<file path="config.mk">
export PLATFORM = sky130hd
export DESIGN_NAME = icd_dd_cell
export DESIGN_NICKNAME = d
export VERILOG_FILES = /design/src/rtl/icd_pkg.sv /design/src/rtl/icd_dd_cell.sv
export SDC_FILE = /design/constraint.sdc
export NUM_CORES = 1
export LEC_CHECK = 0
export BUFFER_PORTS_ARGS = -buffer_cell sky130_fd_sc_hd__buf_4
export CORE_MARGIN = 3
export CORE_UTILIZATION = 49
export DETAILED_ROUTE_END_ITERATION = 10
export PLACE_DENSITY_LB_ADDON = 0.25
export SKIP_LAST_GASP = 1
export SLEW_MARGIN = 20
export SYNTH_ARGS = -nofsm -noshare
export SYNTH_HDL_FRONTEND = slang
export SYNTH_SLANG_ARGS = --single-unit
</file>
<file path="constraint.sdc">
create_clock -name i_clk -period 3.06 [get_ports i_clk]
set_input_delay 0.459 -clock i_clk [delete_from_list [all_inputs] [get_ports i_clk]]
set_output_delay 0.459 -clock i_clk [all_outputs]
set_load 0.01 [all_outputs]
</file>
<file path="src/rtl/icd_pkg.sv">
// ----------------------------------------------------------------------------
// icd_pkg
// Types, constants and helpers of the integer calculator with decimal output.
// ----------------------------------------------------------------------------
package icd_pkg;

    localparam int ICD_WIDTH       = 32;
    localparam int ICD_DIGITS      = 10;
    localparam int ICD_BCD_W       = 4 * ICD_DIGITS;
    localparam int ICD_DIG_IDX_W   = $clog2(ICD_DIGITS);
    localparam int ICD_QUEUE_DEPTH = 16;

    localparam logic [2:0] OP_ADD  = 3'd0;
    localparam logic [2:0] OP_SUB  = 3'd1;
    localparam logic [2:0] OP_MUL  = 3'd2;
    localparam logic [2:0] OP_DIV  = 3'd3;
    localparam logic [2:0] OP_MOD  = 3'd4;
    localparam logic [2:0] OP_NONE = 3'd5;

    localparam logic [7:0] CH_MINUS   = 8'h2D;
    localparam logic [7:0] CH_ZERO    = 8'h30;
    localparam logic [7:0] CH_ONE     = 8'h31;
    localparam logic [7:0] CH_NINE    = 8'h39;
    localparam logic [7:0] CH_NEWLINE = 8'h0A;

    typedef struct packed {
        logic signed [ICD_WIDTH-1:0] operand_a;
        logic signed [ICD_WIDTH-1:0] operand_b;
        logic [2:0]                  operation;
    } t_calc_in;

    typedef struct packed {
        logic [7:0] char_out;
        logic       last_char;
    } t_calc_out;

    // one slot of the divider chain
    typedef struct packed {
        logic                 valid;
        logic                 have;
        logic                 is_div;
        logic                 sel_quo;
        logic                 neg_quo;
        logic                 neg_rem;
        logic [ICD_WIDTH-1:0] value;
        logic [ICD_WIDTH-1:0] rem;
        logic [ICD_WIDTH-1:0] quo;
        logic [ICD_WIDTH-1:0] dvs;
    } t_div_lane;

    // one slot of the binary to BCD chain
    typedef struct packed {
        logic                 valid;
        logic                 have;
        logic                 neg;
        logic [ICD_WIDTH-1:0] bin;
        logic [ICD_BCD_W-1:0] bcd;
    } t_dd_lane;

    typedef struct packed {
        logic                 have;
        logic                 neg;
        logic [ICD_BCD_W-1:0] bcd;
    } t_q_entry;

    typedef enum logic [1:0] {
        ST_IDLE,
        ST_SIGN,
        ST_DIGIT,
        ST_NEWLINE
    } t_ser_state;

    // index of the most significant nonzero digit, zero for an all-zero value
    function automatic logic [ICD_DIG_IDX_W-1:0] lead_index(input logic [ICD_BCD_W-1:0] bcd);
        logic [ICD_DIG_IDX_W-1:0] idx;
        idx = '0;
        for (int i = 0; i < ICD_DIGITS; i++) begin
            if (bcd[i*4 +: 4] != 4'd0) begin
                idx = ICD_DIG_IDX_W'(i);
            end
        end
        return idx;
    endfunction

endpackage

</file>
<file path="src/rtl/icd_dd_cell.sv">
// ----------------------------------------------------------------------------
// icd_dd_cell
// One shift-and-add-3 step of binary to BCD conversion.
// ----------------------------------------------------------------------------
module icd_dd_cell import icd_pkg::*; (
    input  logic     i_clk,
    input  logic     i_rst_n,
    input  t_dd_lane i_lane,
    output t_dd_lane o_lane
);

    t_dd_lane             r_lane;
    t_dd_lane             n_lane;
    logic [ICD_BCD_W-1:0] w_adj;

    always_comb begin
        for (int i = 0; i < ICD_DIGITS; i++) begin
            w_adj[i*4 +: 4] = (i_lane.bcd[i*4 +: 4] >= 4'd5) ?
                              i_lane.bcd[i*4 +: 4] + 4'd3 : i_lane.bcd[i*4 +: 4];
        end
        n_lane     = i_lane;
        n_lane.bcd = {w_adj[ICD_BCD_W-2:0], i_lane.bin[ICD_WIDTH-1]};
        n_lane.bin = {i_lane.bin[ICD_WIDTH-2:0], 1'b0};
    end

    always_ff @(posedge i_clk) begin
        if (!i_rst_n) begin
            r_lane <= '0;
        end else begin
            r_lane <= n_lane;
        end
    end

    assign o_lane = r_lane;

endmodule

</file>
### After elaboration in Yosys (flattened, before gate mapping)

Cells that the tools add are included.

* bits in writable memories: 0
* latch bits: 0
* memories kept: 0
* register bits after elaboration: 75
* bits in read-only memories: 0
* output and inout port bits: 75

* divide/modulo/power cells: 0
* bitwise operators: 0
* mux-type cells: 10
* shift-type cells: 0
* $lt $le $gt $ge: 10
* reduce and logical (&&, ||, !) cells: 0
* $add $sub $neg: 10
* multipliers: 0
* equality and inequality tests: 0

Operator list (number)
* 4-bit by 3-bit greater-or-equal comparator with 1-bit output (second input constant): 10
* 4-bit by 2-bit adder with 4-bit output (second input constant): 9
* 4-bit two-way mux: 9
* 3-bit by 2-bit adder with 3-bit output (second input constant): 1
* 3-bit two-way mux: 1

### Longest topological paths before layout

* depth after elaboration: 2
* depth in mapped cells: 5
* gate-level depth less buffers: 5

### Least setup slack after synthesis

OpenSTA, ideal clock, no wires.

* path type: in2reg
* start point: input port i_lane[9] (netlist bit)
* end point: register r_lane (netlist bit o_lane[10])
* data arrival time: 1.236 ns
* slack: 1.753 ns
* required time: 2.988 ns
* path buffers: 0
* stages on the path: 5
* library setup time: 0.072 ns
* cells stage by stage: inv_1 ha_1 nand2b_1 a21oi_1 mux2i_1

* word-level cells in the longest chain between the ends: 2
* elaborated cells on any way between the ends: 3
* those cells by class: add/sub (1); order compare (1); mux (1)

RTL lines
* from (decl): RTL line icd_dd_cell.sv:8 `input t_dd_lane i_lane,`
* 4-bit by 2-bit adder with 4-bit output or 4-bit by 3-bit greater-or-equal comparator with 1-bit output (tied branches): RTL line icd_dd_cell.sv:19, icd_dd_cell.sv:18
* 4-bit two-way mux (*): RTL line icd_dd_cell.sv:18 `w_adj[i*4 +: 4] = (i_lane.bcd[i*4 +: 4] >= 4'd5) ?`
* to (signal assigned): RTL line icd_dd_cell.sv:30 `r_lane <= n_lane;`
* to (decl): RTL line icd_dd_cell.sv:12 `t_dd_lane r_lane;`

Every way passes the cells marked *; elsewhere a longest branch is shown, timed or not.
A chain may end at the register's enable or synchronous reset.

### Final worst setup path

* start point: register r_lane (netlist bit o_lane[21])
* end point: output port o_lane[21] (netlist bit)

RTL lines
* to (decl): RTL line icd_dd_cell.sv:9 `output t_dd_lane o_lane`

No word-level cell between the ends.

==> impl_metrics.env <==
export IMPL_htreeDepth=3
export IMPL_irDropWorstVdd_mv=0.321
export IMPL_period_minus_slack_ns=1.24
export IMPL_nets=555
export IMPL_drc=0
export IMPL_clkSlewWorstSetupHoldPaths_ns=0.07
export IMPL_crit_buf_inv=1
export IMPL_finalHoldViolCount=0
export IMPL_cpMaxStageDelayCell="dfxtp_1"
export IMPL_ant_nets=0
export IMPL_avgSynthCellArea_um2=9.63
export IMPL_cellLeakagePower_nw=2.17
export IMPL_yosysTopAreaCell="dfxtp_1"
export IMPL_synth_top_area_share_pct=49.9
export IMPL_synth_edff_count=0
export IMPL_hold_buffers=0
export IMPL_cts_repair_resized=0
export IMPL_cts_root_buf="clkbuf_8"
export IMPL_grt_usage_pct=19.4
export IMPL_final_area_mm2=0.00432
export IMPL_synth_flop_cell="dfxtp_1"
export IMPL_worstMarginPinSlew_ns=0.770
export IMPL_n_antenna_cell=0
export IMPL_drt_iter0_drc=81
export IMPL_cts_setup_buffers=0
export IMPL_syn2layout_area_growth_pct=45.5
export IMPL_synth_common_cells="dfxtp_1, nand2_1, and2_1"
export IMPL_path_cells="buf_4"
export IMPL_grt_pass1_vias=2425
export IMPL_via_per_inst=4.57
export IMPL_rsz0062_at_grt="false"
export IMPL_slew_viol_final=0
export IMPL_setup_violations=0
export IMPL_ys_warnings_count=0
export IMPL_crit_type="reg2out"
export IMPL_die_y_um=83.8
export IMPL_synth_cell_types=18
export IMPL_ios=152
export IMPL_start_util_pct=52.3
export IMPL_drt_pass1_iter_count=4
export IMPL_core_region_area_mm2=0.00568
export IMPL_cp_end_kind="output port"
export IMPL_synthArstFlopShare_pct=0
export IMPL_wire_per_inst_um=12.6
export IMPL_synth_area_leaders="dfxtp_1, ha_1, and2_1, mux2i_1, nand2_1"
export IMPL_dp_hpwl_mm=5.18
export IMPL_placed_cell_area_mm2=0.00411
export IMPL_cts_tree="built"
export IMPL_clockBufferDepth=2
export IMPL_max_clock_freq_ghz=0.806
export IMPL_grt_max_degree=95
export IMPL_max_stage_delay_ns=0.33
export IMPL_path_delay_family="flip-flops"
export IMPL_numCtsBuffers=9
export IMPL_crit_arrival_ns=0.78
export IMPL_critical_path_required_ns=2.60
export IMPL_clock_sinks=74
export IMPL_drive_gt1_share_pct=35.9
export IMPL_cp_startpoint="o_lane[21]"
export IMPL_largest_reg_flops=74
export IMPL_whs_ns=0.318
export IMPL_ys_ff_latch=74
export IMPL_hold_path_depth=2
export IMPL_path_depth=1
export IMPL_slew_headroom_pct=48.7
export IMPL_seq_area_frac_synth_pct=49.9
export IMPL_crit_path_max_fanout=1
export IMPL_die_area_mm2=0.00702
export IMPL_endpoint="o_lane[21]"
export IMPL_start_kind="register"
export IMPL_routed_via_count=2447
export IMPL_antenna_found_initial=0
export IMPL_power_density_mw_per_mm2=502
export IMPL_fin_tns_setup_ns=0
export IMPL_die_x_um=83.8
export IMPL_grt_pass1_wl_mm=11.0
export IMPL_status="finished, final reports clean"
export IMPL_io_buffers=150
export IMPL_max_cap_viol_count=0
export IMPL_wl_mm=6.75
export IMPL_hp_class="in2reg"
export IMPL_syn_nets=405
export IMPL_synth_most_common_cell="dfxtp_1"
export IMPL_netlist_area_mm2=0.00297
export IMPL_place_congestion=0.766
export IMPL_overflow=0
export IMPL_netlist_instances=308
export IMPL_period_share_pct=40.6
export IMPL_rows=27
cells by family (layout without fill, tap and decap cells):
family          after synthesis  in the layout  synth area share, %
mux                          20             20                 6.75
buf+inv                      31            186                 4.89
flops                        74             74                 49.9
other cells                   1              1                0.126
compound gates               29             29                 5.74
xor+xnor                      9              9                 2.66
fa+ha+maj                    20             20                 8.44
simple gates                124            124                 21.5
power by group:
part           internal (mW)  switching (mW)
clock network          0.417           0.339
registers               1.03          0.0168
logic                  0.205           0.164
total                   1.65           0.519
worst min path at each step:
stage	startpoint	endpoint	slack, ns
floorplan	i_lane[56]	o_lane[57]	0.58
global placement	i_lane[56]	o_lane[57]	0.66
detailed placement	i_lane[56]	o_lane[57]	0.67
CTS	i_lane[64]	o_lane[65]	0.31
global route	i_lane[42]	o_lane[43]	0.31
finish	i_lane[56]	o_lane[57]	0.32
cell type report:
cell class / instances / area, µm²
flip-flops and latches: 74 / 1480
fillers: 448 / 1360
multi-input cells: 203 / 1340
repair buffers: 150 / 1130
clock buffers: 11 / 151
well taps: 72 / 90.1
inverters: 20 / 75.1
clock inverters: 5 / 52.6
cells in the final DEF, fill, tap and decap left out, drive strengths merged:
cell and n:
nand2b 20, xor2 9, nand2 50, clkbuf 11
clkinvlp 1, dfxtp 74, and2 35, o21ai 9
a21boi 10, mux2i 20, buf 150, a21oi 10
bufinv 1, clkinv 3, ha 20, inv 20
nor3b 9, conb 1, nor2 10
metrics by stage:
step	setup WS [ns]	util (%)	std cells	total power, mW
CTS	1.80	76.1	535	2.19
global placement	1.56	72.5	519	1.43
floorplan	1.75	-	308	1.23
detailed placement	1.51	72.5	519	1.44
finish	1.82	76.1	535	2.17
global route	1.72	76.1	535	2.28
metal layers:
layer | global-route usage [%] | up-vias | share of wire (%)
li1 | - | 1264 | -
met1 | 20.6 | 1079 | 39
met2 | 34.7 | 95 | 52
met3 | 6.32 | 9 | 7.9
met4 | 8.77 | 0 | 1.7
met5 | 0 | - | 0
No activity file was read; power rests on OpenSTA's default activity.
