### src/rtl/icd_pkg.sv
// ----------------------------------------------------------------------------
// icd_pkg
// Types, constants and helpers of the integer calculator with decimal output.
// ----------------------------------------------------------------------------
package icd_pkg;

    localparam int ICD_WIDTH       = 32;
    localparam int ICD_DIGITS      = 10;
    localparam int ICD_BCD_W       = 4 * ICD_DIGITS;
    localparam int ICD_DIG_IDX_W   = $clog2(ICD_DIGITS);
    localparam int ICD_QUEUE_DEPTH = 16;

    localparam logic [2:0] OP_ADD  = 3'd0;
    localparam logic [2:0] OP_SUB  = 3'd1;
    localparam logic [2:0] OP_MUL  = 3'd2;
    localparam logic [2:0] OP_DIV  = 3'd3;
    localparam logic [2:0] OP_MOD  = 3'd4;
    localparam logic [2:0] OP_NONE = 3'd5;

    localparam logic [7:0] CH_MINUS   = 8'h2D;
    localparam logic [7:0] CH_ZERO    = 8'h30;
    localparam logic [7:0] CH_ONE     = 8'h31;
    localparam logic [7:0] CH_NINE    = 8'h39;
    localparam logic [7:0] CH_NEWLINE = 8'h0A;

    typedef struct packed {
        logic signed [ICD_WIDTH-1:0] operand_a;
        logic signed [ICD_WIDTH-1:0] operand_b;
        logic [2:0]                  operation;
    } t_calc_in;

    typedef struct packed {
        logic [7:0] char_out;
        logic       last_char;
    } t_calc_out;

    // one slot of the divider chain
    typedef struct packed {
        logic                 valid;
        logic                 have;
        logic                 is_div;
        logic                 sel_quo;
        logic                 neg_quo;
        logic                 neg_rem;
        logic [ICD_WIDTH-1:0] value;
        logic [ICD_WIDTH-1:0] rem;
        logic [ICD_WIDTH-1:0] quo;
        logic [ICD_WIDTH-1:0] dvs;
    } t_div_lane;

    // one slot of the binary to BCD chain
    typedef struct packed {
        logic                 valid;
        logic                 have;
        logic                 neg;
        logic [ICD_WIDTH-1:0] bin;
        logic [ICD_BCD_W-1:0] bcd;
    } t_dd_lane;

    typedef struct packed {
        logic                 have;
        logic                 neg;
        logic [ICD_BCD_W-1:0] bcd;
    } t_q_entry;

    typedef enum logic [1:0] {
        ST_IDLE,
        ST_SIGN,
        ST_DIGIT,
        ST_NEWLINE
    } t_ser_state;

    // index of the most significant nonzero digit, zero for an all-zero value
    function automatic logic [ICD_DIG_IDX_W-1:0] lead_index(input logic [ICD_BCD_W-1:0] bcd);
        logic [ICD_DIG_IDX_W-1:0] idx;
        idx = '0;
        for (int i = 0; i < ICD_DIGITS; i++) begin
            if (bcd[i*4 +: 4] != 4'd0) begin
                idx = ICD_DIG_IDX_W'(i);
            end
        end
        return idx;
    endfunction

endpackage

### src/rtl/icd_serializer.sv
// ----------------------------------------------------------------------------
// icd_serializer
// Queues converted results and emits them one ASCII character per cycle.
// ----------------------------------------------------------------------------
module icd_serializer import icd_pkg::*; #(
    parameter int QUEUE_DEPTH = ICD_QUEUE_DEPTH
) (
    input  logic      i_clk,
    input  logic      i_rst_n,
    input  t_dd_lane  i_lane,
    output logic      o_pop,
    output logic      o_strobe,
    output t_calc_out o_data
);

    localparam int PTR_W = $clog2(QUEUE_DEPTH);
    localparam int CNT_W = $clog2(QUEUE_DEPTH + 1);

    t_q_entry                 r_mem [QUEUE_DEPTH];
    logic [PTR_W-1:0]         r_wr;
    logic [PTR_W-1:0]         r_rd;
    logic [CNT_W-1:0]         r_fill;
    t_ser_state               r_state;
    t_ser_state               n_state;
    logic [ICD_BCD_W-1:0]     r_bcd;
    logic [ICD_DIG_IDX_W-1:0] r_idx;
    t_q_entry                 w_head;
    logic                     w_load;
    logic [3:0]               w_digit;

    assign w_head  = r_mem[r_rd];
    assign w_load  = (r_fill != '0) && ((r_state == ST_IDLE) || (r_state == ST_NEWLINE));
    assign o_pop   = w_load;
    assign w_digit = r_bcd[r_idx*4 +: 4];

    always_ff @(posedge i_clk) begin
        if (i_lane.valid) begin
            r_mem[r_wr] <= '{have: i_lane.have, neg: i_lane.neg, bcd: i_lane.bcd};
        end
    end

    always_ff @(posedge i_clk) begin
        if (!i_rst_n) begin
            r_wr   <= '0;
            r_rd   <= '0;
            r_fill <= '0;
        end else begin
            if (i_lane.valid) begin
                r_wr <= (r_wr == PTR_W'(QUEUE_DEPTH - 1)) ? '0 : r_wr + 1'b1;
            end
            if (w_load) begin
                r_rd <= (r_rd == PTR_W'(QUEUE_DEPTH - 1)) ? '0 : r_rd + 1'b1;
            end
            r_fill <= r_fill + CNT_W'(i_lane.valid) - CNT_W'(w_load);
        end
    end

    // next state
    always_comb begin
        case (r_state)
            ST_IDLE, ST_NEWLINE: begin
                if (w_load) begin
                    n_state = !w_head.have ? ST_NEWLINE : (w_head.neg ? ST_SIGN : ST_DIGIT);
                end else begin
                    n_state = ST_IDLE;
                end
            end
            ST_SIGN:  n_state = ST_DIGIT;
            ST_DIGIT: n_state = (r_idx == '0) ? ST_NEWLINE : ST_DIGIT;
            default:  n_state = ST_IDLE;
        endcase
    end

    always_ff @(posedge i_clk) begin
        if (!i_rst_n) begin
            r_state <= ST_IDLE;
        end else begin
            r_state <= n_state;
        end
    end

    always_ff @(posedge i_clk) begin
        if (w_load) begin
            r_bcd <= w_head.bcd;
            r_idx <= lead_index(w_head.bcd);
        end else if ((r_state == ST_DIGIT) && (r_idx != '0)) begin
            r_idx <= r_idx - 1'b1;
        end
    end

    // outputs
    always_comb begin
        o_strobe         = 1'b1;
        o_data.last_char = 1'b0;
        case (r_state)
            ST_IDLE: begin
                o_strobe       = 1'b0;
                o_data.char_out = CH_NEWLINE;
            end
            ST_SIGN:  o_data.char_out = CH_MINUS;
            ST_DIGIT: o_data.char_out = CH_ZERO + {4'd0, w_digit};
            ST_NEWLINE: begin
                o_data.char_out  = CH_NEWLINE;
                o_data.last_char = 1'b1;
            end
            default: begin
                o_strobe       = 1'b0;
                o_data.char_out = CH_NEWLINE;
            end
        endcase
    end

endmodule

### config.mk
export PLATFORM = sky130hd
export DESIGN_NAME = icd_serializer
export DESIGN_NICKNAME = d
export VERILOG_FILES = /design/src/rtl/icd_pkg.sv /design/src/rtl/icd_serializer.sv
export SDC_FILE = /design/constraint.sdc
export NUM_CORES = 1
export LEC_CHECK = 0
export BUFFER_PORTS_ARGS = -buffer_cell sky130_fd_sc_hd__clkbuf_2
export CAP_MARGIN = 20
export CORE_ASPECT_RATIO = 1.1
export CORE_UTILIZATION = 40
export CTS_BUF_LIST = sky130_fd_sc_hd__clkbuf_4 sky130_fd_sc_hd__clkbuf_8
export DETAILED_ROUTE_END_ITERATION = 7
export GPL_TIMING_DRIVEN = 0
export SLEW_MARGIN = 20
export SYNTH_ARGS = -nofsm -noshare
export SYNTH_HDL_FRONTEND = slang
export SYNTH_SLANG_ARGS = --single-unit
### constraint.sdc
create_clock -name i_clk -period 5.1 [get_ports i_clk]
set_clock_uncertainty 0.15 [all_clocks]
set_input_delay 0.255 -clock i_clk [delete_from_list [all_inputs] [get_ports i_clk]]
set_output_delay 0.255 -clock i_clk [all_outputs]
set_load 0.05 [all_outputs]
* Yosys cells after proc, flatten, opt, wreduce, memory -nomap -nowiden *
Memory sizes are Yosys's and may differ from the RTL's. A register that Yosys moved wholly into a read port is not among the register bits.
Cells that the tools add are included.

storage, ports and cells
  register bits = 59
  bits in writable memories = 672
  output and inout port bits = 11
  logic and storage cells = 62
  memories = 1

cells by class
  $add $sub $neg = 6
  equality and inequality tests = 5
  shift operators = 1
  multiplexer cells = 25
  reduce and logical (&&, ||, !) cells = 18

memories
  memory  words  bits a word  read ports  clocked after Yosys merged registers in  wr ports  RTL line              text
  r_mem   16     42           1           1                                        1         icd_serializer.sv:19  t_q_entry r_mem [QUEUE_DEPTH];

operators by type and width
  operator               number
  $mux W4                14
  $reduce_bool A4 Y1     10
  $shiftx A40 B7 Y4      1
  $pmux W8 S3            1
  $add A4 B1 Y4 const B  2
  $eq A4 B4 Y1 const B   2
  $add A6 B4 Y7 const A  1
  $mux W1                6
  $mux W2                3
  $pmux W2 S3            1
  $add A5 B1 Y5          1
  $reduce_bool A5 Y1     1
  $sub A5 B1 Y5          1
  $eq A2 B2 Y1 const B   2
  $logic_not A4 Y1       1
  $sub A4 B1 Y4 const B  1
  $eq A2 B1 Y1 const B   1
  $logic_and A1 B1 Y1    2
  $logic_not A2 Y1       1
  $reduce_bool A2 Y1     1
  $reduce_or A2 Y1       1
  $logic_or A1 B1 Y1     1

* Logic depth before layout (Yosys ltp) *
  depth in word-level cells = 11
  gate-level depth with buffers = 13

* Least setup slack after synthesis *
No wires, ideal clock.

  path kind = reg2reg
  start point = register r_state[0]
  end point = register r_fill[4]
  library setup time = 0.116 ns
  data arrival time = 4.803 ns
  required time = 4.834 ns
  path slack = 0.031 ns
  cell stages (with the launch flop) = 14
  path buffers = 2
  clock period less this slack = 5.069 ns
  cell sequence = dfxtp_1 > inv_1 > ha_1 > clkbuf_1 > nor2_1 > clkbuf_1 > ha_1 > inv_1 > ha_1 > fa_1 > a21oi_1 > nor2_1 > or3_1 > and3_1

between the ends
  longest elaborated chain between the ends = 4

ends and longest elaborated chain
  item                                              RTL line              text
  start: declaration                                icd_serializer.sv:23  t_ser_state r_state;
  start signal: assignment                          icd_serializer.sv:78  r_state <= n_state;
  $eq A2 B2 Y1 or $logic_not A2 Y1 (tied branches)  icd_serializer.sv:32  assign w_load = (r_fill != '0) && ((r_state == ST_IDLE) || (r_state == ST_NEWLINE));
  $logic_or A1 B1 Y1 *                              icd_serializer.sv:32
  $logic_and A1 B1 Y1 *                             icd_serializer.sv:32
  named net o_pop                                   icd_serializer.sv:11  output logic o_pop,
  $sub A5 B1 Y5 *                                   icd_serializer.sv:54  r_fill <= r_fill + CNT_W'(i_lane.valid) - CNT_W'(w_load);
  end signal: assignment                            icd_serializer.sv:54
  end: declaration                                  icd_serializer.sv:22  logic [CNT_W-1:0] r_fill;

Mark *: on every way through the listed nets, which the timed path passes. The rest lies on a longest branch.
A chain may end at the register's enable or synchronous reset.

==> impl_results.md <==
* Sw Share at 0.2836
* Initial DRC Count at between 1,000 and 1,500
* RePlAce Congestion at 0.7788
* Sw Pwr at 4.409 mW
* Fmax at 239.2 MHz
* Worst path buffer plus inverter count at 4
* Final Cell Area at 0.03264 sq mm
* Height of the die at 280.5 um
* First-pass GRT wire length at between 90,000 and 100,000 um
* Relative slew slack at 0.3178
* Num rows at between 100 and 150
* Status: completed
* Dpl hpwl at 36,470 um
* Post-synth EDFFs at 716
* Post-Route Setup TNS at 0 ps
* CP Data Required Time at 5370 ps
* Most frequent cell after synthesis: edfxtp_1
* DRT Pass-1 Iters at 5
* Slew @ Worst Pin at about 1000 ps
* CP Cell Sequence: buf_2 > buf_2 > buf_1 > buf_1 > mux4_2 > a22oi_1 > nand2_1 > nor4_1 > o211ai_1 > nand3_1 > a31oi_1
* Number of buffers added on ports at 53
* Final setup fails at 0
* H-tree Lvls at 3
* Clk buf depth at 3
* Worst-path maximum fanout at 10
* Via Count at 13,400
* Initial Utilization at 0.4065
* M2 GR Usage at 0.3164
* CP Data Arrival Time at 4450 ps
* Global Route met3 Usage at 0.02746
* Grt ovf at 0
* Core area at 0.06938 sq mm
* Total power at 15.55 mW
* Cell accounting for the most synthesized area: edfxtp_1
* Clk pwr share at 0.299
* Max incr delay on CP at roughly 700 ps
* CTS Sinks at about 740
* Post-cts sizing count at 0
* Fraction of registers with async set/reset at 0
* Final min period at 4180 ps
* Initial antenna violation count at 3
* Final #Nets at 1,537
* Via/cell ratio at about 5.4
* Largest net degree at the start of global routing at 52
* CTS tree: built
* Crit path max-delay family: buffers and inverters
* PwrDens at 476.4 mW/mm^2
* Syn-to-layout area delta at 15.71%
* Worst Setup End Kind: register
* Busiest layer in global routing: met2
* Die width at 255.2 um
* Slew Limit Fails at 0
* Area post-placement at 0.03004 sq mm
* Share of layout cells above drive strength 1 at 0.3209
* Peak VDD IR at 0.2808 mV
* Combinational power share at 0.239
* Top FF cell, synth: edfxtp_1
* DRC errors left at 0
* Setup crit start kind: register
* Final period utilization at 0.8196
* Detailed-route wire length at ~65,000 um
* Hold crit path type: in2reg
* Vias in the first global route at 14,390
* Setup CP Type: reg2reg
* CTS root buf: clkbuf_8
* I/O pin total at 88
* Max-cap viol count at 0
* Worst path slowest cell: buf_1
* Pint at 11.14 mW
* Avg WL per Cell at 26.57 um
* Met1 Track Usage GR at 0.2540
* Register area share after synthesis at 0.7758
* Share of power burned in registers at 0.462
* RSZ-0062 raised after global routing: no
* Yosys warns at 0
* Most frequent cells after synthesis: edfxtp_1, mux4_2, a22oi_1
* Skew-Pair Late Insertion Delay at about 700 ps
* Pleak at 10.29 nW
* Hold Vio Cnt, Final at 0
* Clock transition at path regs at roughly 60 ps
* Post-Syn Instances at 1,217
* Synth Register Bits at roughly 740
* Total CTS buffers at 110
* Synth top area share at 0.7623
* Gr usage total at 0.1891
* Synth cell types at 49
* Avg Inst Size Synth at 23.18 sq um
* Post-route ant nets at 0
* Die ar. at 0.07158 sq mm
* Mapped cell area at 0.02820 sq mm
* Area contributors post-synth: edfxtp_1, mux4_2, dfxtp_1
[state kept, by name, indices dropped and copies added, names as in the netlist, named ones only]
signal,flops
r_mem,672
r_bcd,40
r_fill,5
r_idx,4
r_rd,4
r_wr,4
r_state,2
[through the flow]
| step | setup WS, ps | instances | utilization | hold slack (ps) |
|---|---|---|---|---|
| final | 919.9 | 2463 | 0.4704 | 321.3 |
| after global routing | 649.6 | 2463 | 0.4704 | 294.7 |
| after CTS | 840.4 | 2460 | 0.4702 | 261.4 |
| after detailed placement | 867.9 | 2214 | 0.4330 | 402.5 |
| after global placement | -31.10 | 2198 | 0.4271 | 364.4 |
| after floorplan | 31.28 | 1218 | - | 203.9 |
[per-layer routing]
metal / part of all wire / up-vias
li1: - / 5632
met1: 0.42 / 7271
met2: 0.51 / 394
met3: 0.050 / 99
met4: 0.022 / 0
met5: 0 / -
[power groups by stage]
| stage | Combinational (mW) | Sequential [mW] | Clock [mW] |
|---|---|---|---|
| after floorplan | 2.70 | 7.27 | 0 |
| after detailed placement | 3.74 | 7.30 | 0 |
| final | 3.72 | 7.19 | 4.65 |
| after global routing | 4.00 | 7.21 | 4.97 |
| after global placement | 3.67 | 7.33 | 0 |
| after CTS | 3.78 | 7.18 | 4.75 |
[area by class of cell]
cell class                      count  area [sq um]
Clock inverter                     50         270.3
Tap cell                          927          1160
Clock buffer                      152          1867
Multi-Input combinational cell    404          5961
Timing Repair Buffer              113          1071
Fill cell                        5700         36740
Antenna cell                        3         7.507
Sequential cell                   735         21880
Buffer                             64         361.6
Inverter                           15         56.30
[logic make-up (layout without fill, tap and decap cells)]
logic type	after synthesis	after routing	synth area share
compound gates	71	71	0.01748
xor+xnor	7	7	0.002174
fa+ha+maj	17	17	0.007808
buf+inv	79	394	0.01464
flops	735	735	0.7758
mux	209	209	0.1620
other cells	1	5	0.0001330
simple gates	98	98	0.01996
[path summary, 6_finish.rpt]
path,startpoint,endpoint,slack (ps),depth (start not counted)
worst min register to register,r_wr[3],r_wr[3],410,2
worst max-delay path,register,r_idx[0],920,11
worst min-delay path,i_rst_n,r_state[0],320,3
worst max register to register,register,r_idx[0],920,11
[worst register-to-register path, stage by stage (launching register included)]
cell	delay (ps)
dfxtp_1	300
buf_2	200
buf_2	320
buf_1	720
buf_1	630
mux4_2	420
a22oi_1	220
nand2_1	170
nor4_1	430
o211ai_1	130
nand3_1	140
a31oi_1	80
[what timing repair did]
action	4_1_cts	5_1_grt
hold buffers	44	0
hold endpoints to repair	691	0
buffers inserted	0	0
[cells in the final DEF, fill, tap and decap left out, types with 7 or more instances in the layout]
cell type and n:
and2_4 16, dlygate4sd3_1 44, buf_6 7, mux4_2 198, and2_1 9, edfxtp_1 716, clkbuf_4 37, buf_1 7
a22oi_1 40, buf_2 15, clkbuf_2 53, inv_1 14, buf_4 8, clkbuf_1 25, dfxtp_1 19, buf_12 11
nor2_1 9, clkbuf_8 116, clkinv_2 12, clkinv_1 33, mux2i_1 11, ha_1 16, nand2_1 30
(Power assumes the default switching activity.)
