$ cat config.mk
export PLATFORM = sky130hd
export DESIGN_NAME = icd_div_cell
export DESIGN_NICKNAME = d
export VERILOG_FILES = /design/src/rtl/icd_pkg.sv /design/src/rtl/icd_div_cell.sv
export SDC_FILE = /design/constraint.sdc
export NUM_CORES = 1
export LEC_CHECK = 0
export ABC_AREA = 0
export BUFFER_PORTS_ARGS = -buffer_cell sky130_fd_sc_hd__buf_2
export CORE_MARGIN = 2
export CORE_UTILIZATION = 50
export DETAILED_ROUTE_END_ITERATION = 10
export PLACE_DENSITY_LB_ADDON = 0.1
export REMOVE_ABC_BUFFERS = 1
export SYNTH_ARGS = -nofsm -noshare
export SYNTH_HDL_FRONTEND = slang
export SYNTH_SLANG_ARGS = --single-unit
$ cat constraint.sdc
create_clock -name i_clk -period 5.2 [get_ports i_clk]
set_clock_uncertainty 0.05 [all_clocks]
set_input_delay 1.56 -clock i_clk [delete_from_list [all_inputs] [get_ports i_clk]]
set_output_delay 1.56 -clock i_clk [all_outputs]
set_load 0.01 [all_outputs]
$ cat src/rtl/icd_pkg.sv
// ----------------------------------------------------------------------------
// icd_pkg
// Types, constants and helpers of the integer calculator with decimal output.
// ----------------------------------------------------------------------------
package icd_pkg;

    localparam int ICD_WIDTH       = 32;
    localparam int ICD_DIGITS      = 10;
    localparam int ICD_BCD_W       = 4 * ICD_DIGITS;
    localparam int ICD_DIG_IDX_W   = $clog2(ICD_DIGITS);
    localparam int ICD_QUEUE_DEPTH = 16;

    localparam logic [2:0] OP_ADD  = 3'd0;
    localparam logic [2:0] OP_SUB  = 3'd1;
    localparam logic [2:0] OP_MUL  = 3'd2;
    localparam logic [2:0] OP_DIV  = 3'd3;
    localparam logic [2:0] OP_MOD  = 3'd4;
    localparam logic [2:0] OP_NONE = 3'd5;

    localparam logic [7:0] CH_MINUS   = 8'h2D;
    localparam logic [7:0] CH_ZERO    = 8'h30;
    localparam logic [7:0] CH_ONE     = 8'h31;
    localparam logic [7:0] CH_NINE    = 8'h39;
    localparam logic [7:0] CH_NEWLINE = 8'h0A;

    typedef struct packed {
        logic signed [ICD_WIDTH-1:0] operand_a;
        logic signed [ICD_WIDTH-1:0] operand_b;
        logic [2:0]                  operation;
    } t_calc_in;

    typedef struct packed {
        logic [7:0] char_out;
        logic       last_char;
    } t_calc_out;

    // one slot of the divider chain
    typedef struct packed {
        logic                 valid;
        logic                 have;
        logic                 is_div;
        logic                 sel_quo;
        logic                 neg_quo;
        logic                 neg_rem;
        logic [ICD_WIDTH-1:0] value;
        logic [ICD_WIDTH-1:0] rem;
        logic [ICD_WIDTH-1:0] quo;
        logic [ICD_WIDTH-1:0] dvs;
    } t_div_lane;

    // one slot of the binary to BCD chain
    typedef struct packed {
        logic                 valid;
        logic                 have;
        logic                 neg;
        logic [ICD_WIDTH-1:0] bin;
        logic [ICD_BCD_W-1:0] bcd;
    } t_dd_lane;

    typedef struct packed {
        logic                 have;
        logic                 neg;
        logic [ICD_BCD_W-1:0] bcd;
    } t_q_entry;

    typedef enum logic [1:0] {
        ST_IDLE,
        ST_SIGN,
        ST_DIGIT,
        ST_NEWLINE
    } t_ser_state;

    // index of the most significant nonzero digit, zero for an all-zero value
    function automatic logic [ICD_DIG_IDX_W-1:0] lead_index(input logic [ICD_BCD_W-1:0] bcd);
        logic [ICD_DIG_IDX_W-1:0] idx;
        idx = '0;
        for (int i = 0; i < ICD_DIGITS; i++) begin
            if (bcd[i*4 +: 4] != 4'd0) begin
                idx = ICD_DIG_IDX_W'(i);
            end
        end
        return idx;
    endfunction

endpackage

$ cat src/rtl/icd_div_cell.sv
// ----------------------------------------------------------------------------
// icd_div_cell
// One restoring division step; passes its slot to the next cell every cycle.
// ----------------------------------------------------------------------------
module icd_div_cell import icd_pkg::*; (
    input  logic      i_clk,
    input  logic      i_rst_n,
    input  t_div_lane i_lane,
    output t_div_lane o_lane
);

    t_div_lane            r_lane;
    t_div_lane            n_lane;
    logic [ICD_WIDTH+1:0] w_trial;

    always_comb begin
        n_lane  = i_lane;
        w_trial = {1'b0, i_lane.rem, i_lane.quo[ICD_WIDTH-1]} - {2'b00, i_lane.dvs};
        if (!w_trial[ICD_WIDTH+1]) begin
            n_lane.rem = w_trial[ICD_WIDTH-1:0];
            n_lane.quo = {i_lane.quo[ICD_WIDTH-2:0], 1'b1};
        end else begin
            n_lane.rem = {i_lane.rem[ICD_WIDTH-2:0], i_lane.quo[ICD_WIDTH-1]};
            n_lane.quo = {i_lane.quo[ICD_WIDTH-2:0], 1'b0};
        end
    end

    always_ff @(posedge i_clk) begin
        if (!i_rst_n) begin
            r_lane <= '0;
        end else begin
            r_lane <= n_lane;
        end
    end

    assign o_lane = r_lane;

endmodule

### After elaboration in Yosys (flattened, before gate mapping)

Index checks and enable logic that the tools add are counted.

| word-level totals | value |
|---|---|
| register bits after elaboration | 134 |
| output and inout port bits | 134 |

| cells by class | value |
|---|---|
| $add $sub $neg | 1 |
| muxes and demuxes | 1 |

Operators by type and width:

| cell | count |
|---|---|
| $mux 64 | 1 |
| $sub 33x32->34 | 1 |

### Logic depth before layout (Yosys ltp)

Gate-level depths: netlist of the first run.

| depth | value |
|---|---|
| depth after elaboration | 2 |
| depth in mapped cells | 14 |
| mapped depth without buffers | 13 |

### Worst setup path after synthesis of the first run

OpenSTA, ideal clock, no wires.

| path | value |
|---|---|
| path kind | input -> register |
| start point | input port i_lane[63] (netlist bit) |
| end point | register r_lane, in the netlist o_lane[94] |
| arrival time | 3.689 ns |
| required time | 5.035 ns |
| slack | 1.346 ns |
| cell stages on the path | 13 |
| path buffers | 0 |
| cell sequence | inv_1 -> ha_1 -> inv_1 -> fa_1 -> a21oi_1 -> o211ai_1 -> o2111ai_1 -> a211oi_1 -> o21ai_2 -> a21oi_1 -> o21a_1 -> or3_1 -> a31o_1 |

| on the way | value |
|---|---|
| cells in the longest elaborated chain, start to end | 2 |

RTL lines:

| element | RTL line | source |
|---|---|---|
| from (decl) | icd_div_cell.sv:8 | `input t_div_lane i_lane,` |
| $sub 33x32->34 | icd_div_cell.sv:18 | `w_trial = {1'b0, i_lane.rem, i_lane.quo[ICD_WIDTH-1]} - {2'b00, i_lane.dvs};` |
| $mux 64 | icd_div_cell.sv:19 | `if (!w_trial[ICD_WIDTH+1]) begin` |
| to (signal assigned) | icd_div_cell.sv:32 | `r_lane <= n_lane;` |
| to (decl) | icd_div_cell.sv:12 | `t_div_lane r_lane;` |

Every way passes these cells.
A chain may end at the register's enable or synchronous reset.

### Worst setup path after layout of the first run

Ends and elaborated chain as after synthesis.

==> summary.md, run 1 <==
| Metric | Value |
|---|---|
| Area leader, netlist | dfxtp_1 |
| WL/cell | ~15 um |
| Post-synth ARST share | 0% |
| Worst Setup Start Kind | input port |
| Clk slew on worst S/H paths | around 0.06 ns |
| Max layer used | met4 |
| Ys Warns | 0 |
| Compound-cell area share of the yosys netlist | around an eighth |
| Proportion of synthesized area in mux cells | 4.15% |
| Post-CTS Resized | 0 |
| Simple-gate portion of the synthesized area | 19.5% |
| Fraction of layout cells with a size suffix above 1 | between 30% and 40% |
| Layout Utilization | a little over two thirds |
| Clock Tree Root | clkbuf_16 |
| Pwr Density | about 380 nW/um2 |
| Synth unique cells | 59 |
| Period utilization | between 70% and 80% |
| Initial antenna violation count | 1 |
| Status | finished, final reports clean |
| HP Class | in2reg |
| Drt first pass iters | 4 |
| DRC viols | 0 |
| CORE AREA | about 11000 um2 |
| Met3 WL post-DR | approximately 800 um |
| Die Height | 110 um |
| Fin. Hold Viols | 0 |
| Post-Synth XOR/XNOR Area | 3.40% |
| Gpl congestion | approximately 0.85 |
| Post-CTS Setup Inserts | 0 |
| CP Class | in2reg |
| Final #Nets | between 1000 and 1500 |
| Clk buf depth | 2 |
| Largest family of logic cells by synthesized area | simple AND/OR/NAND/NOR gates |
| DRT iter0 DRCs | 266 |
| Peak supply drop | 289 uV |
| Clk sinks | between 100 and 150 |
| CTS tree | built |
| Die area | around 12000 um2 |
| Post-Route WL | 15200 um |
| Sequential area share after synthesis | 47.4% |
| Global-route usage over all layers | about a quarter |
| Initial Utilization | 51.8% |
| Avg Inst Size Synth | roughly 9.4 um2 |
| Slew HR | about a third |
| Max Slew Vio Count | 0 |
| Synth Area in Adders | approximately 7.4% |
| Fmax | between 200 and 300 MHz |
| CP arrival | about 4.1 ns |
| Number of synthesized flops with an enable pin | 0 |
| TritonCTS buffer count | 17 |
| Worst-Margin Slew | 1.03 ns |
| Netlist Area Pre-Place | approximately 5700 um2 |
| Most area-consuming cells after synthesis | dfxtp_1 47%, and2_1 8.0%, ha_1 7.1% |
| Post-DP HPWL | ~12000 um |
| Vias in the first global route | approximately 5100 |
| CTS H-tree lvls | 4 |
| Metal2 WL | just under 8000 um |
| Max Fanout on Critical Path | 3 |
| Top_reg_cell synth | dfxtp_1 |
| Hold Path End | o_lane[118] |
| Final TNS setup | 0 ns |
| Largest net degree at the start of global routing | 75 |
| Max reg flops | ~130 |
| Post-synth top area share | 47.4% |
| Critical Path RT | 5.46 ns |
| Max cap viols | 0 |
| # port buffers | 269 |
| Leak | about 4.0 nW |
| Gr ovfl total | 0 |
| Fin crit period | roughly 3.8 ns |
| Hold_buf cts | 0 |
| Top-Level Pins | between 200 and 300 |
| Layout area overhead | 36.3% |
| Fillcell total | between 800 and 900 |
| Final hold slack | roughly 1.3 ns |
| Synthesis-stage register bit count | about 130 |
| Vias per cell | 4.99 |
| Critical Path Sink Type | flip-flop |
| Endpoints failing setup | 0 |
| Min-Delay Startpoint | i_lane[118] |
| Antenna-violating nets left | 0 |
| Synthesized netlist cell count | 602 |
| First-pass GRT wire length | 24500 um |
| Chip width | about 110 um |
| RSZ-0062 raised after global routing | false |
| Met1 Wirelength | a little over 6000 um |
| Row cnt | 38 |
| Vias | 5101 |
| Worst hold stages | 2 |
==> layout make-up <==
class	instances	area, um2	share of cell area (%)
Sequential cell	134	2680	34.7
Multi-Input combinational cell	401	2680	34.7
Timing Repair Buffer	272	1370	17.7
Clock buffer	22	484	6.27
Tap cell	140	175	2.27
Clock inverter	10	165	2.14
Inverter	43	161	2.09
Antenna cell	1	2.50	0.0324
==> per-layer routing <==
layer  vias to the layer above  GRT usage, %
li1                       2557             -
met1                      2338          28.0
met2                       184          44.9
met3                        22          5.38
met4                         0          10.8
met5                         -             0
==> cell usage in the layout (no fill, tap or decap), types with 3 or more instances in the layout <==
master,n
buf_2,269
dfxtp_1,134
nor2_1,74
and2_1,72
inv_1,42
a21oi_1,33
ha_1,32
nand2_1,23
mux2i_1,22
xnor2_1,17
clkbuf_16,17
o21ai_0,16
nand3_1,10
a211oi_1,9
nand2b_1,8
a21o_1,7
nor2b_1,6
a31oi_1,6
nand4_1,5
o21ai_1,5
nor3_1,5
xor2_1,5
o2111ai_1,4
bufinv_16,4
clkbuf_8,4
o211ai_1,3
a21oi_2,3
o41ai_1,3
clkinvlp_4,3
buf_4,3
==> Yosys cell counts, drive strengths merged, types with 2 or more instances <==
cell type,instances
o31ai,2
o211a,2
nand4,5
dfxtp,134
o311ai,2
a21oi,36
and2,72
nand2b,8
buf,7
o2111ai,4
a311oi,2
a211oi,9
a21o,7
nand2,23
ha,32
o21ai,22
nor2b,6
o211ai,3
clkbuf,17
inv,42
o41ai,3
nor2,75
a31oi,7
o21a,2
or3,2
mux2i,22
xor2,5
nand3,10
nand3b,2
nor3,5
xnor2,17
==> worst max path at each step <==
stage                          start          to  depth (start not counted)
after floorplan           i_lane[19]  o_lane[92]                         10
after global placement    i_lane[19]  o_lane[74]                         12
after detailed placement  i_lane[63]  o_lane[94]                         14
after CTS                 i_lane[63]  o_lane[94]                         14
after global routing      i_lane[19]  o_lane[80]                         12
final                     i_lane[63]  o_lane[94]                         14
==> where the power goes <==
| group | internal (mW) | switching [mW] | leakage, nW |
|---|---|---|---|
| registers | 1.10 | 0.0171 | 1.12 |
| logic | 0.236 | 0.290 | 2.58 |
| clock network | 0.855 | 0.443 | 0.309 |
| total | 2.20 | 0.750 | 4.01 |
==> stage by stage <==
step                power (mW)  cells  instance area, um2  setup slack, ns
floorplan                 1.47    578                5530            0.885
global placement          1.66    990                7070             1.01
detailed placement        1.67    990                7070            0.967
CTS                       2.97   1022                7720             1.38
global route              3.07   1023                7720             1.13
finish                    2.95   1023                7720             1.38
==> worst max-delay path, cell delays in order <==
cell       delay, ns
buf_2           0.11
inv_1           0.05
ha_1            0.15
inv_1           0.06
fa_1            0.39
a21oi_1         0.27
o211ai_1        0.15
o2111ai_1       0.20
a211oi_1        0.19
o21ai_2         0.21
a21oi_1         0.09
o21a_1          0.19
or3_1           0.30
a31o_1          0.17
==> logic make-up after synthesis <==
family | count (synthesis)
mux | 23
buf+inv | 67
xor+xnor | 22
flops | 134
compound gates | 107
fa+ha+maj | 33
simple gates | 216
Power figures use the tool's default switching activity.
==> run 2, diff against run 1 <==
--- a/config.mk
+++ b/config.mk
@@ -5,10 +5,10 @@
 export SDC_FILE = /design/constraint.sdc
 export NUM_CORES = 1
 export LEC_CHECK = 0
-export ABC_AREA = 0
+export ABC_AREA = 1
 export BUFFER_PORTS_ARGS = -buffer_cell sky130_fd_sc_hd__buf_2
 export CORE_MARGIN = 2
-export CORE_UTILIZATION = 50
+export CORE_UTILIZATION = 45
 export DETAILED_ROUTE_END_ITERATION = 10
 export PLACE_DENSITY_LB_ADDON = 0.1
 export REMOVE_ABC_BUFFERS = 1
==> constraint.sdc (replaced) <==
create_clock -name i_clk -period 3.3 [get_ports i_clk]
set_clock_uncertainty 0.05 [all_clocks]
set_input_delay 0.99 -clock i_clk [delete_from_list [all_inputs] [get_ports i_clk]]
set_output_delay 0.99 -clock i_clk [all_outputs]
set_load 0.01 [all_outputs]
==> run 2 against run 1 <==
  * Critical path depth is 3 higher
  * Non-clock buffer count is 2 higher
  * Sequential cell count stayed put
  * Setup slack worse by 0.76 ns
  * Sequential share of layout area is 5.0 points lower
  * Area after synthesis is 22% higher
  * Final cell count is 51% higher
==> summary.md, run 2 <==
| Metric | Value |
|---|---|
| Die area | 16400 um2 (was 12200 um2) |
| Fmax | around 370 MHz |
| Hold_buf cts | 0 (unchanged) |
| Slowest stage delay, CP | 0.44 ns (was 0.39 ns) |
| Most frequent cells in the layout | 398 x nand2_1, 268 x buf_2, 267 x inv_1 (was 269 x buf_2, 134 x dfxtp_1, 74 x nor2_1) |
| Post-CTS Resized | 0 (unchanged) |
| Post-synth top area share | 38.8% (was 47.4%) |
| Gpl congestion | 0.917 (was 0.850) |
| Fin. Hold Viols | 0 (unchanged) |
| # port buffers | 269 (unchanged) |
| Number of synthesized flops with an enable pin | 0 (unchanged) |
| Top-count cell post-synth | nand2_1 (was dfxtp_1) |
| Post-CTS Setup Inserts | 0 (unchanged) |
| Die Height | 128 um (was 110 um) |
| Fin crit period | approximately 2.7 ns |
| Synth unique cells | 34 (was 59) |
| CORE AREA | 15100 um2 (was 10900 um2) |
| Top_reg_cell synth | dfxtp_1 (unchanged) |
| Initial antenna violation count | 0 (was 1) |
| Clk buf depth | 2 (unchanged) |
| Slew HR | 63.5% (was 31.5%) |
| Max cap viols | 0 (unchanged) |
| Largest net degree at the start of global routing | 51 (was 75) |
| WL/cell | 12.7 um (was 14.9 um) |
| Final TNS setup | 0 ns (unchanged) |
| Netlist Area Pre-Place | 6920 um2 (was 5660 um2) |
| Pwr Total | 4.55 mW (was 2.95 mW) |
| Pwr Density | 506 nW/um2 (was 381 nW/um2) |
| Area leader, netlist | dfxtp_1 (unchanged) |
| Post-DP HPWL | 15600 um (was 11700 um) |
| Critical Path RT | 3.57 ns (was 5.46 ns) |
| Vias in the first global route | 6423 (was 5081) |
| Worst Setup Start Kind | input port (unchanged) |
| Row cnt | 45 (was 38) |
| CP bufs+invs | 4 (was 3) |
| DRT iter0 DRCs | 284 (was 266) |
| Drt first pass iters | 5 (was 4) |
| CP arrival | 2.96 ns (was 4.08 ns) |
| Most area-consuming cells after synthesis | dfxtp_1 39%, nand2_1 22%, inv_1 14% (was dfxtp_1 47%, and2_1 8.0%, ha_1 7.1%) |
| Ant diodes | 0 (was 1) |
| CTS H-tree lvls | 4 (unchanged) |
| First-pass GRT wire length | 31100 um (was 24500 um) |
| Vias | 6799 (was 5101) |
| Worst-Margin Slew | 0.547 ns (was 1.03 ns) |
| DP Worst Slack | 0.206 ns (was 0.967 ns) |
| Status | finished, final reports clean (unchanged) |
| Clk sinks | 134 (unchanged) |
| Max Fanout on Critical Path | 4 (was 3) |
| Sequential area share after synthesis | 38.8% (was 47.4%) |
| CTS tree | built (unchanged) |
| CP Class | in2reg (unchanged) |
| CP top delay family | simple AND/OR/NAND/NOR gates (was compound AO/OA/AOI/OAI gates) |
| Post-synth ARST share | 0% (unchanged) |
| Fraction of layout cells with a size suffix above 1 | 25.3% (was 35.7%) |
| Post-route setup slack | 0.614 ns (was 1.38 ns) |
| Max Slew Vio Count | 0 (unchanged) |
| CP dominant cell by count | nand2_1 |
| Initial Utilization | 45.8% (was 51.8%) |
| FF+latch area | 2680 um2 (unchanged) |
| Multi-input logic area | 3090 um2 (was 2680 um2) |
| Synthesis-stage register bit count | 134 (unchanged) |
| HP Class | in2reg (unchanged) |
| Chip width | 128 um (was 110 um) |
| RSZ-0062 raised after global routing | false (unchanged) |
| Post-Route WL | 19600 um (was 15200 um) |
| Avg Inst Size Synth | 6.48 um2 (was 9.41 um2) |
| TritonCTS buffer count | 17 (unchanged) |
| DRC viols | 0 (unchanged) |
| Clk slew on worst S/H paths | 0.06 ns (about the same) |
| Leak | 5.98 nW (was 4.01 nW) |
| Cell chain of the critical path | buf_2 > inv_1 > ha_1 > inv_1 > fa_1 > nand3_1 > nand3_1 > nand2_1 > nand2_1 > nand2_1 > nand2_1 > nand2_1 > nand2_1 > nand2_1 > nand3_1 > nand2_1 > inv_1 (was buf_2 > inv_1 > ha_1 > inv_1 > fa_1 > a21oi_1 > o211ai_1 > o2111ai_1 > a211oi_1 > o21ai_2 > a21oi_1 > o21a_1 > or3_1 > a31o_1) |
| Global-route usage over all layers | 24.2% (was 24.8%) |
| Top-Level Pins | 270 (unchanged) |
| Synthesized netlist cell count | 1068 (was 602) |
| Critical path's slowest cell | fa_1 (unchanged) |
| Clock Tree Root | clkbuf_16 (unchanged) |
| Commonest non-fill, non-tap cell in the layout | nand2_1 (was buf_2) |
| Layout area overhead | 30.2% (was 36.3%) |
| Period utilization | between 80 and 90% |
| Gr ovfl total | 0 (unchanged) |
| Max reg flops | 134 (unchanged) |
| Final #Nets | 1510 (was 1038) |
| Critical Path Sink Type | flip-flop (unchanged) |
| Ys Warns | 0 (unchanged) |
| Synth cell count leaders | 398 x nand2_1, 267 x inv_1, 134 x dfxtp_1 (was 134 x dfxtp_1, 74 x nor2_1, 72 x and2_1) |
| Peak supply drop | 348 uV (was 289 uV) |
| Endpoints failing setup | 0 (unchanged) |
| Fillcell total | 1524 (was 873) |
| Vias per cell | 4.41 (was 4.99) |
| Antenna-violating nets left | 0 (unchanged) |
[run 2: cell types whose count changed in the layout (fill, tap and decap cells not counted), sizes merged, moves of 16 or more]
cell    before  now
a21oi       36   15
and2        72    5
inv         45  279
mux2i       22    0
nand2       23  409
nand3       10   33
nand3b       2   19
nor2        75   99
o21ai       22    2
xnor2       17    1
[run 2: cell type report]
class                   count  share of cell area [%]
clock buffers              18                    4.77
inverters                 272                    11.4
clock inverters            14                    1.57
flip-flops and latches    134                    29.8
repair buffers            274                    15.5
well taps                 188                    2.61
multi-input cells         642                    34.3
[run 2: path summary, 6_finish.rpt]
kind        start           to  slack [ns]  cells past startpoint
max    i_lane[63]   o_lane[92]        0.61                     17
min   i_lane[132]  o_lane[132]        0.70                      3
[run 2: per-layer routing]
metal	global-route usage, %	routed length (um)
met1	27.6	8410
met2	43.6	9470
met3	6.14	1320
met4	8.92	435
met5	0	0
[run 2: cell families (layout without fill, tap and decap cells)]
kind of cell	after synthesis	in the layout	share of synthesized area, %
adder cells (fa/ha/maj)	33	33	6.08
XOR/XNOR	15	15	1.90
AO/OA/AOI/OAI	18	18	1.56
flip-flops	134	134	38.8
AND/OR/NAND/NOR	576	576	35.2
buffers and inverters	292	578	16.5
[run 2: metrics by stage]
| stage | instances | hold slack (ns) | cell area (um2) | utilization, % |
|---|---|---|---|---|
| 4_1_cts | 1542 | 0.684 | 9000 | 59.7 |
| 6_report | 1542 | 0.698 | 9000 | 59.7 |
| 3_3_place_gp | 1510 | 1.12 | 8430 | 55.9 |
| 5_1_grt | 1542 | 0.687 | 9000 | 59.7 |
| 3_5_place_dp | 1510 | 1.12 | 8430 | 55.9 |
| 2_1_floorplan | 1048 | 1.03 | 6800 | - |
[run 2: power by group]
part | switching (mW) | internal (mW)
combinational | 0.587 | 0.368
sequential | 0.0263 | 1.74
clock | 0.776 | 1.06
total | 1.39 | 3.16
==> run 3, diff against run 2 <==
==> constraint.sdc (replaced) <==
create_clock -name i_clk -period 2.45 [get_ports i_clk]
set_clock_uncertainty 0.05 [all_clocks]
set_input_delay 0.735 -clock i_clk [delete_from_list [all_inputs] [get_ports i_clk]]
set_output_delay 0.735 -clock i_clk [all_outputs]
set_load 0.01 [all_outputs]
==> run 3 against run 2 <==
  * First-iteration DRC count down 3.9%
  * Combinational power up 56%
  * Critical path depth unchanged
  * Clock-buffer cell count unchanged
  * Global-route usage up 1.0 points
  * Total power up 44%
  * Utilization up 5.2 points
  * Sequential power up 35%
  * Die area unchanged
  * Largest cell class unchanged
==> summary.md, run 3 (synthesized netlist as in run 2, its figures left out) <==
| Metric | Value |
|---|---|
| Status | finished, final reports clean (unchanged) |
| DRC viols | 0 (unchanged) |
| Peak supply drop | 490 uV (was 348 uV) |
| Crit. Startpoint | i_lane[63] (unchanged) |
| Gr ovfl total | 0 (unchanged) |
| TritonCTS buffer count | 17 (unchanged) |
| Critical Path RT | 2.73 ns (was 3.57 ns) |
| Fin crit period | ~2.2 ns |
| Worst-Margin Slew | 0.400 ns (was 0.547 ns) |
| Post-Route WL | 20200 um (was 19600 um) |
| DRT iter0 DRCs | 273 (was 284) |
| First-pass GRT wire length | 32300 um (was 31100 um) |
| Final #Nets | 1608 (was 1510) |
| Post-CTS Setup Inserts | 0 (unchanged) |
| Antenna-violating nets left | 0 (unchanged) |
| Multi-input logic area | 3090 um2 (unchanged) |
| Vias in the first global route | 6643 (was 6423) |
| Most frequent cells in the layout | 398 x nand2_1, 268 x buf_2, 267 x inv_1 (unchanged) |
| Post-CTS Resized | 0 (unchanged) |
| Global-route usage over all layers | 25.2% (was 24.2%) |
| CTS tree | built (unchanged) |
| Fillcell total | 1431 (was 1524) |
| Max reg flops | 134 (unchanged) |
| Initial Utilization | 45.8% (unchanged) |
| Row cnt | 45 (unchanged) |
| Worst Setup Start Kind | input port (unchanged) |
| Layout area overhead | 41.7% (was 30.2%) |
| Period utilization | between 90% and 100% |
| Clk sinks | 134 (unchanged) |
| Max Slew Vio Count | 0 (unchanged) |
| Max Fanout on Critical Path | 4 (unchanged) |
| Leak | 6.47 nW (was 5.98 nW) |
| Critical Path Sink | o_lane[92] (unchanged) |
| Gpl congestion | 0.914 (was 0.917) |
| Post-route setup slack | 0.212 ns (was 0.614 ns) |
| Die area | 16400 um2 (unchanged) |
| Clock Tree Root | clkbuf_16 (unchanged) |
| CTS H-tree lvls | 4 (unchanged) |
| CORE AREA | 15100 um2 (unchanged) |
| Chip width | 128 um (unchanged) |
| Pwr Density | 669 nW/um2 (was 506 nW/um2) |
| Vias per cell | 4.32 (was 4.41) |
| Fraction of layout cells with a size suffix above 1 | 30.3% (was 25.3%) |
| CP Class | in2reg (unchanged) |
| Post-DP HPWL | 16100 um (was 15600 um) |
| RSZ-0062 raised after global routing | false (unchanged) |
| DP Worst Slack | -0.201 ns (was 0.206 ns) |
| Top-Level Pins | 270 (unchanged) |
| FF+latch area | 2680 um2 (unchanged) |
| Final hold slack | 0.438 ns (was 0.698 ns) |
| Slew HR | 73.3% (was 63.5%) |
| Clk buf depth | 2 (unchanged) |
| Clk slew on worst S/H paths | 0.07 ns (was 0.06 ns) |
| Commonest non-fill, non-tap cell in the layout | nand2_1 (unchanged) |
| Drt first pass iters | 5 (unchanged) |
| Initial antenna violation count | 0 (unchanged) |
| # port buffers | 269 (unchanged) |
| Ant diodes | 0 (unchanged) |
| Fmax | approximately 450 MHz |
| WL/cell | 12.3 um (was 12.7 um) |
| Max cap viols | 0 (unchanged) |
| Critical Path Sink Type | flip-flop (unchanged) |
| Fin. Hold Viols | 0 (unchanged) |
| Vias | 7074 (was 6799) |
| Hold_buf cts | 0 (unchanged) |
| Largest net degree at the start of global routing | 90 (was 51) |
| CP arrival | 2.52 ns (was 2.96 ns) |
| Endpoints failing setup | 0 (unchanged) |
| Die Height | 128 um (unchanged) |
| HP Class | in2reg (unchanged) |
==> run 3: changes by cell type in the layout (fill, tap and decap cells not counted), sizes merged <==
cell and delta:
buf +98, clkinvlp +1, clkinv +1, bufinv +2
inv -5
==> run 3: final cells by class <==
type,count,area share [%]
inverters,272,10.5
clock buffers,18,4.48
multi-input cells,642,31.6
clock inverters,13,1.78
repair buffers,372,21.9
flip-flops and latches,134,27.4
well taps,188,2.40
==> run 3: routing by layer <==
layer | vias to the layer above | wire [um] | GRT usage [%]
li1 | 3810 | - | -
met1 | 3001 | 8800 | 30.0
met2 | 226 | 9560 | 44.1
met3 | 37 | 1290 | 6.47
met4 | 0 | 549 | 8.79
met5 | - | 0 | 0
==> run 3: worst min path at each step <==
| stage | depth (start not counted) | from | end |
|---|---|---|---|
| after floorplan | 2 | i_rst_n | o_lane[0] |
| after global placement | 3 | i_lane[46] | o_lane[47] |
| after detailed placement | 3 | i_lane[129] | o_lane[129] |
| after CTS | 3 | i_lane[129] | o_lane[129] |
| after global routing | 3 | i_lane[127] | o_lane[127] |
| final | 3 | i_lane[127] | o_lane[127] |
==> run 3: worst max-delay path, cell delays in order <==
cell     delay (ns)
buf_2          0.10
inv_1          0.06
ha_1           0.14
inv_1          0.05
fa_1           0.41
nand3_1        0.11
nand3_1        0.16
nand2_1        0.10
nand2_1        0.11
nand2_1        0.08
nand2_1        0.08
nand2_1        0.08
nand2_1        0.05
nand2_1        0.06
nand3_1        0.07
nand2_1        0.07
inv_1          0.04
==> run 3: per-stage QoR <==
step | TNS [ns] | utilization [%] | cells | area, um2 | power (mW)
CTS | 0 | 64.9 | 1639 | 9800 | 6.59
floorplan | 0 | - | 1048 | 6800 | 3.20
global placement | -4.63 | 60.9 | 1608 | 9180 | 3.91
detailed placement | -4.37 | 60.9 | 1608 | 9180 | 3.92
global route | 0 | 64.9 | 1639 | 9800 | 6.90
finish | 0 | 64.9 | 1639 | 9800 | 6.55
==> run 3: report_power, final <==
group	internal [mW]	switching, mW
clock	1.64	1.05
sequential	2.34	0.0370
combinational	0.662	0.830
total	4.64	1.91
